`config.mk`:
```
export PLATFORM = sky130hd
export DESIGN_NAME = pwm_led_controller_registers_unit_flat
export DESIGN_NICKNAME = d
export VERILOG_FILES = /design/src/hw/rtl/pwmlc_pkg.sv /design/src/hw/rtl/pwmlc_in_if.sv /design/src/hw/rtl/pwmlc_out_if.sv /design/src/hw/rtl/pwmlc_chan.sv /design/src/hw/rtl/pwm_led_controller_registers_unit.sv /design/src/flat_wrapper.sv
export VERILOG_INCLUDE_DIRS = /design/src /design/src/hw/rtl
export SDC_FILE = /design/constraint.sdc
export NUM_CORES = 2
export LEC_CHECK = 0
export ABC_CLOCK_PERIOD_IN_PS = 15820
export BUFFER_PORTS_ARGS = -buffer_cell sky130_fd_sc_hd__clkbuf_2
export CORE_MARGIN = 5
export CORE_UTILIZATION = 30
export CTS_CLUSTER_DIAMETER = 150
export DETAILED_ROUTE_END_ITERATION = 7
export PLACE_DENSITY = 0.48
export SETUP_SLACK_MARGIN = 0.3
export SYNTH_ARGS = -nofsm -noshare
export SYNTH_HDL_FRONTEND = slang
export SYNTH_HIERARCHICAL = 1
export SYNTH_SLANG_ARGS = --single-unit
```
`constraint.sdc`:
```
create_clock -name clk -period 15.82 [get_ports clk]
set_input_delay 3.164 -clock clk [delete_from_list [all_inputs] [get_ports clk]]
set_output_delay 3.164 -clock clk [all_outputs]
set_load 0.01 [all_outputs]
```
`src/hw/rtl/assert_macros.svh`:
```
// Assertion macros shared by the RTL of the PWM LED controller register block.
`ifndef ASSERT_MACROS_SVH
`define ASSERT_MACROS_SVH

// Property that must hold at every rising clock edge outside reset.
`define ASSERT_ALWAYS(lbl, clk, rst_n, prop, msg) \
	lbl: assert property (@(posedge clk) disable iff (!rst_n) (prop)) else $error(msg);

// Consequent that must hold at the clock edge after the antecedent.
`define ASSERT_NEXT(lbl, clk, rst_n, ante, cons, msg) \
	lbl: assert property (@(posedge clk) disable iff (!rst_n) (ante) |=> (cons)) else $error(msg);

`endif

```
`src/hw/rtl/pwmlc_pkg.sv`:
```
// Package of types, codes and constants for the PWM LED controller register block.
package pwmlc_pkg;

	localparam int CHANNELS_DEF = 16;

	// Operation codes of an input transaction.
	localparam logic [1:0] OP_PTR  = 2'd0;
	localparam logic [1:0] OP_WR   = 2'd1;
	localparam logic [1:0] OP_RD   = 2'd2;
	localparam logic [1:0] OP_TICK = 2'd3;

	// Register map.
	localparam logic [7:0] ADDR_MODE1    = 8'h00;
	localparam logic [7:0] ADDR_MODE2    = 8'h01;
	localparam logic [7:0] ADDR_CH_BASE  = 8'h06;
	localparam logic [7:0] ADDR_ALL_BASE = 8'hFA;
	localparam logic [7:0] ADDR_ALL_LAST = 8'hFD;
	localparam logic [7:0] ADDR_PRESCALE = 8'hFE;

	// MODE1 and MODE2 bit positions.
	localparam int M1_RESTART = 7;
	localparam int M1_EXTCLK  = 6;
	localparam int M1_AUTOINC = 5;
	localparam int M1_SLEEP   = 4;
	localparam int M2_INVRT   = 4;

	// Bit 4 of ON_H is full-on, bit 4 of OFF_H is full-off.
	localparam int FLAG_FULL = 4;

	// Byte positions within a channel.
	localparam logic [1:0] BYTE_ON_L  = 2'd0;
	localparam logic [1:0] BYTE_ON_H  = 2'd1;
	localparam logic [1:0] BYTE_OFF_L = 2'd2;
	localparam logic [1:0] BYTE_OFF_H = 2'd3;

	localparam logic [7:0] MODE1_RST    = 8'h11;
	localparam logic [7:0] MODE2_RST    = 8'h04;
	localparam logic [7:0] PRESCALE_RST = 8'h1E;
	localparam logic [7:0] PRESCALE_MIN = 8'h03;
	localparam logic [7:0] OFF_H_RST    = 8'h10;
	localparam logic [7:0] HIGH_MASK    = 8'h1F;

	// Write request to one channel's byte registers.
	typedef struct packed {
		logic       en;
		logic [1:0] sel;
		logic [7:0] data;
	} chan_wr_t;

	// The high bytes keep only bits 4:0.
	function automatic logic [7:0] byte_mask(input logic [1:0] sel, input logic [7:0] d);
		byte_mask = sel[0] ? (d & HIGH_MASK) : d;
	endfunction

endpackage

```
`src/hw/rtl/pwmlc_in_if.sv`:
```
// Input channel of the PWM LED controller register block: one operation per transaction.
interface pwmlc_in_if;
	logic       valid;
	logic       ready;
	logic [1:0] operation;
	logic [7:0] reg_address;
	logic [7:0] data_byte;

	modport source(output valid, output operation, output reg_address, output data_byte,
		input ready);
	modport sink(input valid, input operation, input reg_address, input data_byte,
		output ready);
endinterface

```
`src/hw/rtl/pwmlc_out_if.sv`:
```
// Result channel of the PWM LED controller register block: one result per operation.
interface pwmlc_out_if;
	logic        valid;
	logic        ready;
	logic [7:0]  read_data;
	logic [15:0] pwm_outputs;
	logic        period_start;

	modport source(output valid, output read_data, output pwm_outputs, output period_start,
		input ready);
	modport sink(input valid, input read_data, input pwm_outputs, input period_start,
		output ready);
endinterface

```
`src/hw/rtl/pwmlc_chan.sv`:
```
// One PWM channel: its ON and OFF byte registers and its output level comparison.
module pwmlc_chan (
	input  logic                clk,
	input  logic                arst_n,
	input  pwmlc_pkg::chan_wr_t wr,
	input  logic [11:0]         cnt_next,
	output logic [3:0][7:0]     bytes,
	output logic                level_next
);

	logic [3:0][7:0] bytes_q;
	logic [3:0][7:0] bytes_n;
	logic [11:0]     on_cnt;
	logic [11:0]     off_cnt;

	always_comb begin
		bytes_n = bytes_q;
		if (wr.en) begin
			bytes_n[wr.sel] = pwmlc_pkg::byte_mask(wr.sel, wr.data);
		end
	end

	// Only OFF_H comes out of reset non-zero, with full-off set.
	always_ff @(posedge clk or negedge arst_n) begin
		if (!arst_n) begin
			bytes_q <= {pwmlc_pkg::OFF_H_RST, 8'h00, 8'h00, 8'h00};
		end else begin
			bytes_q <= bytes_n;
		end
	end

	assign on_cnt  = {bytes_n[pwmlc_pkg::BYTE_ON_H][3:0], bytes_n[pwmlc_pkg::BYTE_ON_L]};
	assign off_cnt = {bytes_n[pwmlc_pkg::BYTE_OFF_H][3:0], bytes_n[pwmlc_pkg::BYTE_OFF_L]};

	// The level follows the state as it stands after the current transaction.
	// Full-off wins over full-on; when ON is past OFF the high phase wraps round.
	always_comb begin
		if (bytes_n[pwmlc_pkg::BYTE_OFF_H][pwmlc_pkg::FLAG_FULL]) begin
			level_next = 1'b0;
		end else if (bytes_n[pwmlc_pkg::BYTE_ON_H][pwmlc_pkg::FLAG_FULL]) begin
			level_next = 1'b1;
		end else if (on_cnt == off_cnt) begin
			level_next = 1'b0;
		end else if (on_cnt < off_cnt) begin
			level_next = (cnt_next >= on_cnt) && (cnt_next < off_cnt);
		end else begin
			level_next = (cnt_next >= on_cnt) || (cnt_next < off_cnt);
		end
	end

	assign bytes = bytes_q;

endmodule

```
`src/hw/rtl/pwm_led_controller_registers_unit.sv`:
```
// Top level of the PWM LED controller register block.
// Each input transaction is one operation (pointer load, byte write, byte read or oscillator
// tick) and gives exactly one result transaction carrying the read byte, the channel levels
// after the operation and the period-start flag. A transaction is held in an input register
// and is worked into the result register at the next clock edge at which that register is
// free or being emptied, from which its result is offered. One transaction is accepted in
// every cycle in which the input register is empty or moving on; input ready therefore
// follows result ready combinationally when both stages are full. The per-channel
// comparison of the ON and OFF counts against the PWM counter sits in the path into the
// result register.
`include "assert_macros.svh"

module pwm_led_controller_registers_unit #(
	parameter int CHANNELS = pwmlc_pkg::CHANNELS_DEF
) (
	input  logic         clk,
	input  logic         arst_n,
	pwmlc_in_if.sink     item,
	pwmlc_out_if.source  result
);

	localparam int         CH_W     = (CHANNELS > 1) ? $clog2(CHANNELS) : 1;
	localparam logic [7:0] ADDR_CH_LAST = 8'(32'(pwmlc_pkg::ADDR_CH_BASE) + 4 * CHANNELS - 1);

	// Input register.
	logic       valid_s1;
	logic [1:0] op_s1;
	logic [7:0] addr_s1;
	logic [7:0] data_s1;

	// Architectural state.
	logic [7:0]  ptr_q;
	logic [7:0]  mode1_q;
	logic [7:0]  mode2_q;
	logic [7:0]  presc_q;
	logic [7:0]  pcnt_q;
	logic [11:0] cnt_q;

	logic [7:0]  ptr_n;
	logic [7:0]  mode1_n;
	logic [7:0]  mode2_n;
	logic [7:0]  presc_n;
	logic [7:0]  pcnt_n;
	logic [11:0] cnt_n;

	// Result register.
	logic        out_valid_q;
	logic [7:0]  rd_q;
	logic [15:0] pwm_q;
	logic        wrap_q;

	logic        proc;
	logic        in_ch;
	logic        in_all;
	logic [7:0]  ch_off;
	logic [CH_W-1:0] ch_sel;
	logic [1:0]  wr_sel;
	logic [7:0]  rd_n;
	logic        wrap_n;
	logic        any_active;
	logic        rst_bit;
	logic        ext_bit;
	logic [15:0] pwm_n;

	pwmlc_pkg::chan_wr_t      ch_wr [CHANNELS];
	logic [3:0][7:0]          ch_bytes [CHANNELS];
	logic [CHANNELS-1:0]      lev;
	logic [CHANNELS-1:0]      ch_active;

	assign proc       = valid_s1 && (!out_valid_q || result.ready);
	assign item.ready = !valid_s1 || proc;

	always_ff @(posedge clk or negedge arst_n) begin
		if (!arst_n) begin
			valid_s1 <= 1'b0;
		end else if (item.ready) begin
			valid_s1 <= item.valid;
		end
	end

	always_ff @(posedge clk) begin
		if (item.valid && item.ready) begin
			op_s1   <= item.operation;
			addr_s1 <= item.reg_address;
			data_s1 <= item.data_byte;
		end
	end

	// Address decode of the current pointer.
	assign ch_off = ptr_q - pwmlc_pkg::ADDR_CH_BASE;
	assign ch_sel = ch_off[CH_W+1:2];
	assign in_ch  = (ptr_q >= pwmlc_pkg::ADDR_CH_BASE) && (ptr_q <= ADDR_CH_LAST);
	assign in_all = (ptr_q >= pwmlc_pkg::ADDR_ALL_BASE) && (ptr_q <= pwmlc_pkg::ADDR_ALL_LAST);
	// The all-channel block starts at an address whose low bits are two.
	assign wr_sel = in_all ? (ptr_q[1:0] - pwmlc_pkg::ADDR_ALL_BASE[1:0]) : ch_off[1:0];

	for (genvar n = 0; n < CHANNELS; n++) begin : g_chan
		assign ch_wr[n].en   = proc && (op_s1 == pwmlc_pkg::OP_WR)
			&& ((in_ch && (ch_sel == CH_W'(n))) || in_all);
		assign ch_wr[n].sel  = wr_sel;
		assign ch_wr[n].data = data_s1;
		assign ch_active[n]  = !ch_bytes[n][pwmlc_pkg::BYTE_OFF_H][pwmlc_pkg::FLAG_FULL];

		pwmlc_chan u_chan (
			.clk        (clk),
			.arst_n     (arst_n),
			.wr         (ch_wr[n]),
			.cnt_next   (cnt_n),
			.bytes      (ch_bytes[n]),
			.level_next (lev[n])
		);
	end

	assign any_active = |ch_active;

	always_comb begin
		ptr_n   = ptr_q;
		mode1_n = mode1_q;
		mode2_n = mode2_q;
		presc_n = presc_q;
		pcnt_n  = pcnt_q;
		cnt_n   = cnt_q;
		rd_n    = '0;
		wrap_n  = 1'b0;
		rst_bit = mode1_q[pwmlc_pkg::M1_RESTART];
		ext_bit = mode1_q[pwmlc_pkg::M1_EXTCLK]
			| (mode1_q[pwmlc_pkg::M1_SLEEP] & data_s1[pwmlc_pkg::M1_EXTCLK]);
		case (op_s1)
			pwmlc_pkg::OP_PTR: begin
				ptr_n = addr_s1;
			end
			pwmlc_pkg::OP_WR: begin
				if (ptr_q == pwmlc_pkg::ADDR_MODE1) begin
					// Writing RESTART as one clears it, and restarts the counters when
					// it was set and the write wakes the block.
					if (data_s1[pwmlc_pkg::M1_RESTART]) begin
						if (mode1_q[pwmlc_pkg::M1_RESTART] && !data_s1[pwmlc_pkg::M1_SLEEP]) begin
							cnt_n  = '0;
							pcnt_n = '0;
						end
						rst_bit = 1'b0;
					end
					if (!mode1_q[pwmlc_pkg::M1_SLEEP] && data_s1[pwmlc_pkg::M1_SLEEP]
						&& any_active) begin
						rst_bit = 1'b1;
					end
					mode1_n = {rst_bit, ext_bit, data_s1[5:0]};
				end else if (ptr_q == pwmlc_pkg::ADDR_MODE2) begin
					mode2_n = data_s1 & pwmlc_pkg::HIGH_MASK;
				end else if (ptr_q == pwmlc_pkg::ADDR_PRESCALE) begin
					if (mode1_q[pwmlc_pkg::M1_SLEEP]) begin
						presc_n = (data_s1 < pwmlc_pkg::PRESCALE_MIN) ? pwmlc_pkg::PRESCALE_MIN
							: data_s1;
					end
				end
				if (mode1_n[pwmlc_pkg::M1_AUTOINC]) begin
					ptr_n = (ptr_q == ADDR_CH_LAST) ? '0 : ptr_q + 8'd1;
				end
			end
			pwmlc_pkg::OP_RD: begin
				if (ptr_q == pwmlc_pkg::ADDR_MODE1) begin
					rd_n = mode1_q;
				end else if (ptr_q == pwmlc_pkg::ADDR_MODE2) begin
					rd_n = mode2_q;
				end else if (ptr_q == pwmlc_pkg::ADDR_PRESCALE) begin
					rd_n = presc_q;
				end else if (in_ch) begin
					rd_n = ch_bytes[ch_sel][ch_off[1:0]];
				end
				if (mode1_q[pwmlc_pkg::M1_AUTOINC]) begin
					ptr_n = (ptr_q == ADDR_CH_LAST) ? '0 : ptr_q + 8'd1;
				end
			end
			pwmlc_pkg::OP_TICK: begin
				if (!mode1_q[pwmlc_pkg::M1_SLEEP]) begin
					if (pcnt_q >= presc_q) begin
						pcnt_n = '0;
						cnt_n  = cnt_q + 12'd1;
						wrap_n = (cnt_q == 12'hFFF);
					end else begin
						pcnt_n = pcnt_q + 8'd1;
					end
				end
			end
			default: begin
				ptr_n = ptr_q;
			end
		endcase
	end

	always_comb begin
		pwm_n = '0;
		for (int n = 0; n < CHANNELS; n++) begin
			pwm_n[n] = lev[n] ^ mode2_n[pwmlc_pkg::M2_INVRT];
		end
	end

	always_ff @(posedge clk or negedge arst_n) begin
		if (!arst_n) begin
			ptr_q   <= '0;
			mode1_q <= pwmlc_pkg::MODE1_RST;
			mode2_q <= pwmlc_pkg::MODE2_RST;
			presc_q <= pwmlc_pkg::PRESCALE_RST;
			pcnt_q  <= '0;
			cnt_q   <= '0;
		end else if (proc) begin
			ptr_q   <= ptr_n;
			mode1_q <= mode1_n;
			mode2_q <= mode2_n;
			presc_q <= presc_n;
			pcnt_q  <= pcnt_n;
			cnt_q   <= cnt_n;
		end
	end

	always_ff @(posedge clk or negedge arst_n) begin
		if (!arst_n) begin
			out_valid_q <= 1'b0;
		end else if (proc) begin
			out_valid_q <= 1'b1;
		end else if (result.ready) begin
			out_valid_q <= 1'b0;
		end
	end

	always_ff @(posedge clk) begin
		if (proc) begin
			rd_q   <= rd_n;
			pwm_q  <= pwm_n;
			wrap_q <= wrap_n;
		end
	end

	assign result.valid        = out_valid_q;
	assign result.read_data    = rd_q;
	assign result.pwm_outputs  = pwm_q;
	assign result.period_start = wrap_q;

	// A result still waiting must not be overwritten by the next transaction.
	`ASSERT_ALWAYS(a_no_overwrite, clk, arst_n, !(out_valid_q && !result.ready && proc), "result overwritten while stalled")
	`ASSERT_ALWAYS(a_presc_min, clk, arst_n, presc_q >= pwmlc_pkg::PRESCALE_MIN, "prescale below minimum")
	`ASSERT_ALWAYS(a_wrap_zero, clk, arst_n, !(out_valid_q && wrap_q) || (cnt_q == 12'd0), "period start without zero count")
	`ASSERT_NEXT(a_sleep_hold, clk, arst_n, proc && (op_s1 == pwmlc_pkg::OP_TICK) && mode1_q[pwmlc_pkg::M1_SLEEP], $stable(cnt_q) && $stable(pcnt_q), "counter moved while asleep")
	`ASSERT_ALWAYS(a_mode2_rsvd, clk, arst_n, mode2_q[7:5] == 3'd0, "MODE2 reserved bits set")

endmodule
```
`src/flat_wrapper.sv`:
```
// flat-port wrapper written by rule: the top's interface ports become plain ports
module pwm_led_controller_registers_unit_flat 
#(
	parameter int CHANNELS = pwmlc_pkg::CHANNELS_DEF
)
  (clk, arst_n, item_valid, item_operation, item_reg_address, item_data_byte, item_ready, result_valid, result_read_data, result_pwm_outputs, result_period_start, result_ready);
  pwmlc_in_if item_i ();
  pwmlc_out_if result_i ();
  input  logic clk;
  input  logic arst_n;
  input wire logic [$bits(item_i.valid)-1:0] item_valid;
  input wire logic [$bits(item_i.operation)-1:0] item_operation;
  input wire logic [$bits(item_i.reg_address)-1:0] item_reg_address;
  input wire logic [$bits(item_i.data_byte)-1:0] item_data_byte;
  output wire logic [$bits(item_i.ready)-1:0] item_ready;
  output wire logic [$bits(result_i.valid)-1:0] result_valid;
  output wire logic [$bits(result_i.read_data)-1:0] result_read_data;
  output wire logic [$bits(result_i.pwm_outputs)-1:0] result_pwm_outputs;
  output wire logic [$bits(result_i.period_start)-1:0] result_period_start;
  input wire logic [$bits(result_i.ready)-1:0] result_ready;
  assign item_i.valid = item_valid;
  assign item_i.operation = item_operation;
  assign item_i.reg_address = item_reg_address;
  assign item_i.data_byte = item_data_byte;
  assign item_ready = item_i.ready;
  assign result_valid = result_i.valid;
  assign result_read_data = result_i.read_data;
  assign result_pwm_outputs = result_i.pwm_outputs;
  assign result_period_start = result_i.period_start;
  assign result_i.ready = result_ready;
  pwm_led_controller_registers_unit #(.CHANNELS(CHANNELS)) u_core (.clk(clk), .arst_n(arst_n), .item(item_i), .result(result_i));
endmodule
```
==> results.md <==
- CTS buffer count: 79
- Final WL: around 170000 um
- Nets: approximately 5000
- Worst EP required: 16.23 ns
- Max-slew violations: 0
- Peak supply drop: 0.130 mV
- Period utilisation layout: between 40% and 50%
- Syn Area/Cell: 10.1 um2
- Worst Hold Launch: u_core/mode1_q[6]$_DFFE_PN0P_
- Sequential share of the synthesized area: 35.0%
- Layout area overhead: 11.9%
- I/O pins: 49
- Post-CTS Resized: 0
- CP max stage cell: nor3b_2
- Status: completed
- Clock Tree Root: clkbuf_16
- Most frequent cells after synthesis: 540 x dfrtp_1, 515 x ha_1, 490 x inv_1
- Setup crit end kind: flip-flop
- Share of layout cells above drive strength 1: 16.9%
- Initial antenna violation count: 9
- Placer Congestion: 0.921
- Relative slew margins: 12.9%
- Leading area contributor after synthesis: dfrtp_1
- Overall power: 0.00791 W
- Number of detailed-route iterations in the first pass: 5
- CTS tree: done
- Final TNS setup: 0 ns
- Initial core utilization: 30.2%
- Vias: 34700
- Register Area: around 15000 um2
- #FFs+latches synth: 606
- Final Hold Vio Count: 0
- Worst setup path start: u_core/ptr_q[1]$_DFFE_PN0P_
- Avg WL per Cell: 26.6 um
- Global-route wire length before repair: 246000 um
- Cts hold-fix bufs: 0
- Gr ovfl total: 0
- Top cell type's share of synthesized area: 30.7%
- Synth top area cells: dfrtp_1 31%, ha_1 15%, mux2_2 7.2%
- Worst r2r src: u_core/ptr_q[1]$_DFFE_PN0P_
- Synth warn: 6
- Reg-to-reg setup timing slack: 8.66 ns
- Worst-path cell chain: inv_4 -> ha_1 -> or3b_2 -> a21oi_1 -> a311o_1 -> nor2_1 -> nand2_1 -> a21oi_1 -> nor3b_2 -> mux2_2 -> ha_1 -> nor2b_1 -> o21ai_0 -> a31oi_1 -> maj3_2 -> o31ai_2 -> o21ai_1 -> a211oi_2 -> xnor2_1
- Worst setup margin: 8.66 ns
- ANT nets after route: 0
- Crit path max fanout: 45
- DRT iter0 DRCs: 2780
- Max Clk Rate: 140 MHz
- Worst-margin pin slew: 1.31 ns
- CTS Sinks: 606
- EDFF count, synth: 43
- RSZ-0062 raised after global routing: no
- Post-CTS Setup Inserts: 0
- Pre-CTS setup slack: 8.09 ns
- Syn_nets: 4894
- Maximum buffer depth of the clock tree: 3
- Worst skew pair latency: roughly 0.67 ns
- Most frequent cell after synthesis: dfrtp_1
- Netlist cell types: 100
- Clk_skew: 0.0267 ns
- Die area: 155000 um2
- Main synth FF type: dfrtp_1
- # DRC: 0
- Vias per cell: 5.42
- Multi-input logic area: 26200 um2
- Die X: 393 um
- Die height: 393 um
- Vias in the first global route: 34300
- Largest net degree at the start of global routing: ~160
- Post-synthesis cell count: 4357
- Worst setup SP type: flip-flop
- Critical Path AT: 7.57 ns
- Crit Path Class: flip-flop to flip-flop
- Static Leak: 24.2 nW
- Port buffer count: 48
- Area of the core: 146000 um2
- Min Clock Period, post-route: 7.16 ns
- Gr usage total: 21.7%
- Final Setup Violations: 0
- # fillers: 14900
- Power per cell area: about 160 nW/um2
- Post-Syn Area: ~44000 um2
- Hpwl dp: 118000 um
- FFs w/ async S/R, synth: 92.9%
- Clock-pin slew on the worst setup and hold paths: 0.06 ns
- Biggest cell delay along the critical path: 0.82 ns
- Num rows: 140
- H-tree Lvls: 3
- Tightest Hold Check Type: flip-flop to flip-flop
- MaxCap Viol Count: 0
==> worst max-delay path, delay by kind of cell (launching register included) <==
kind            cells  cell delay [ns]
compound gates      8             2.16
xor+xnor            1             0.10
fa+ha+maj           3             0.94
buf+inv             1             0.66
flops               1             0.66
mux                 1             0.44
simple gates        5             1.94
==> per-stage QoR <==
step / std cells / hold WS, ns / instance area [um2] / util [%]
2_1_floorplan: 4357 / 0.442 / 44100 / -
5_1_grt: 6393 / 0.485 / 49300 / 33.8
3_5_place_dp: 6250 / 0.456 / 46600 / 32.0
3_3_place_gp: 6250 / 0.448 / 46600 / 32.0
6_report: 6395 / 0.479 / 49300 / 33.8
4_1_cts: 6393 / 0.477 / 49300 / 33.8
==> layer usage <==
metal	part of all wire, %	GRT usage [%]	up-vias
met2	45	34.7	1031
met5	0	0	-
met3	6.3	4.18	232
li1	-	-	15900
met1	45	29.7	17500
met4	3.2	6.52	0
==> flip-flops by register name, indices dropped and copies added (netlist names) <==
signal                      cells
u_core/mode1_q                  8
u_core/cnt_q                   12
u_core/valid_s1                 1
u_core/result.valid             1
u_core/op_s1                    2
u_core/data_s1                  8
u_core/pcnt_q                   8
u_core/addr_s1                  8
u_core/ptr_q                    8
u_core/presc_q                  8
u_core/mode2_q                  5
u_core/g_chan.u_chan/bytes    512
u_core/result.pwm_outputs      16
u_core/result.read_data         8
u_core/result.period_start      1
==> cell usage in the layout (no fill, tap or decap), types with 18 or more instances in the layout <==
master and n:
nand2_1 390, dfstp_2 23, a31oi_1 54, inv_1 489, edfxtp_1 43, dfrtp_1 539
a21o_1 130, and3_1 18, mux2i_1 152, buf_4 58, and2_1 104, o21ai_0 97
and4_1 25, clkbuf_8 21, nand2b_1 36, o2111ai_1 25, clkbuf_2 47, nor3_1 38
nor2_1 152, a211oi_1 46, nand4_1 56, o21ai_1 20, clkbuf_16 82, mux4_2 67
ha_1 514, xnor2_1 68, mux2_2 283, nand3b_1 30, o21a_1 22, nand3_1 175
a21oi_1 162, o211ai_1 32, xor2_1 19, nor3b_2 28, nor2b_1 39, o22ai_1 24
==> cell type report <==
class / count / share of cell area [%]
repair buffers: 110 / 1.55
inverters: 496 / 3.78
diodes: 2 / 0.0102
flip-flops and latches: 606 / 31.3
well taps: 1917 / 4.87
clock buffers: 120 / 4.88
clock inverters: 23 / 0.487
multi-input cells: 3121 / 53.2
==> logic make-up (layout without fill, tap and decap cells) <==
family                   count (synthesis)  in the layout  share of synthesized area [%]
XOR/XNOR                                93             93                           1.95
AND/OR/NAND/NOR                       1145           1145                           13.4
adder cells (fa/ha/maj)                531            531                           15.0
multiplexers                           534            534                           15.5
flip-flops                             606            606                           35.0
other                                    0              2                              0
buffers and inverters                  630            749                           6.07
AO/OA/AOI/OAI                          818            818                           13.0
==> where the power goes <==
group,internal (W),switching (W)
registers,0.00182,0.000287
logic,0.00141,0.00252
clock network,0.00111,0.000760
==> worst paths after layout <==
check	end	cells past startpoint
worst max-delay path	u_core/result.pwm_outputs[9]$_DFFE_PP_	19
worst min-delay path	u_core/mode1_q[6]$_DFFE_PN0P_	1
worst max register to register	u_core/result.pwm_outputs[9]$_DFFE_PP_	19
worst min register to register	u_core/mode1_q[6]$_DFFE_PN0P_	1
max in group asynchronous	u_core/g_chan[7].u_chan/bytes[0]$_DFF_PN0_	3
min in group asynchronous	u_core/g_chan[0].u_chan/bytes[11]$_DFF_PN0_	1
Note: power is estimated with default switching activity, not from simulation.
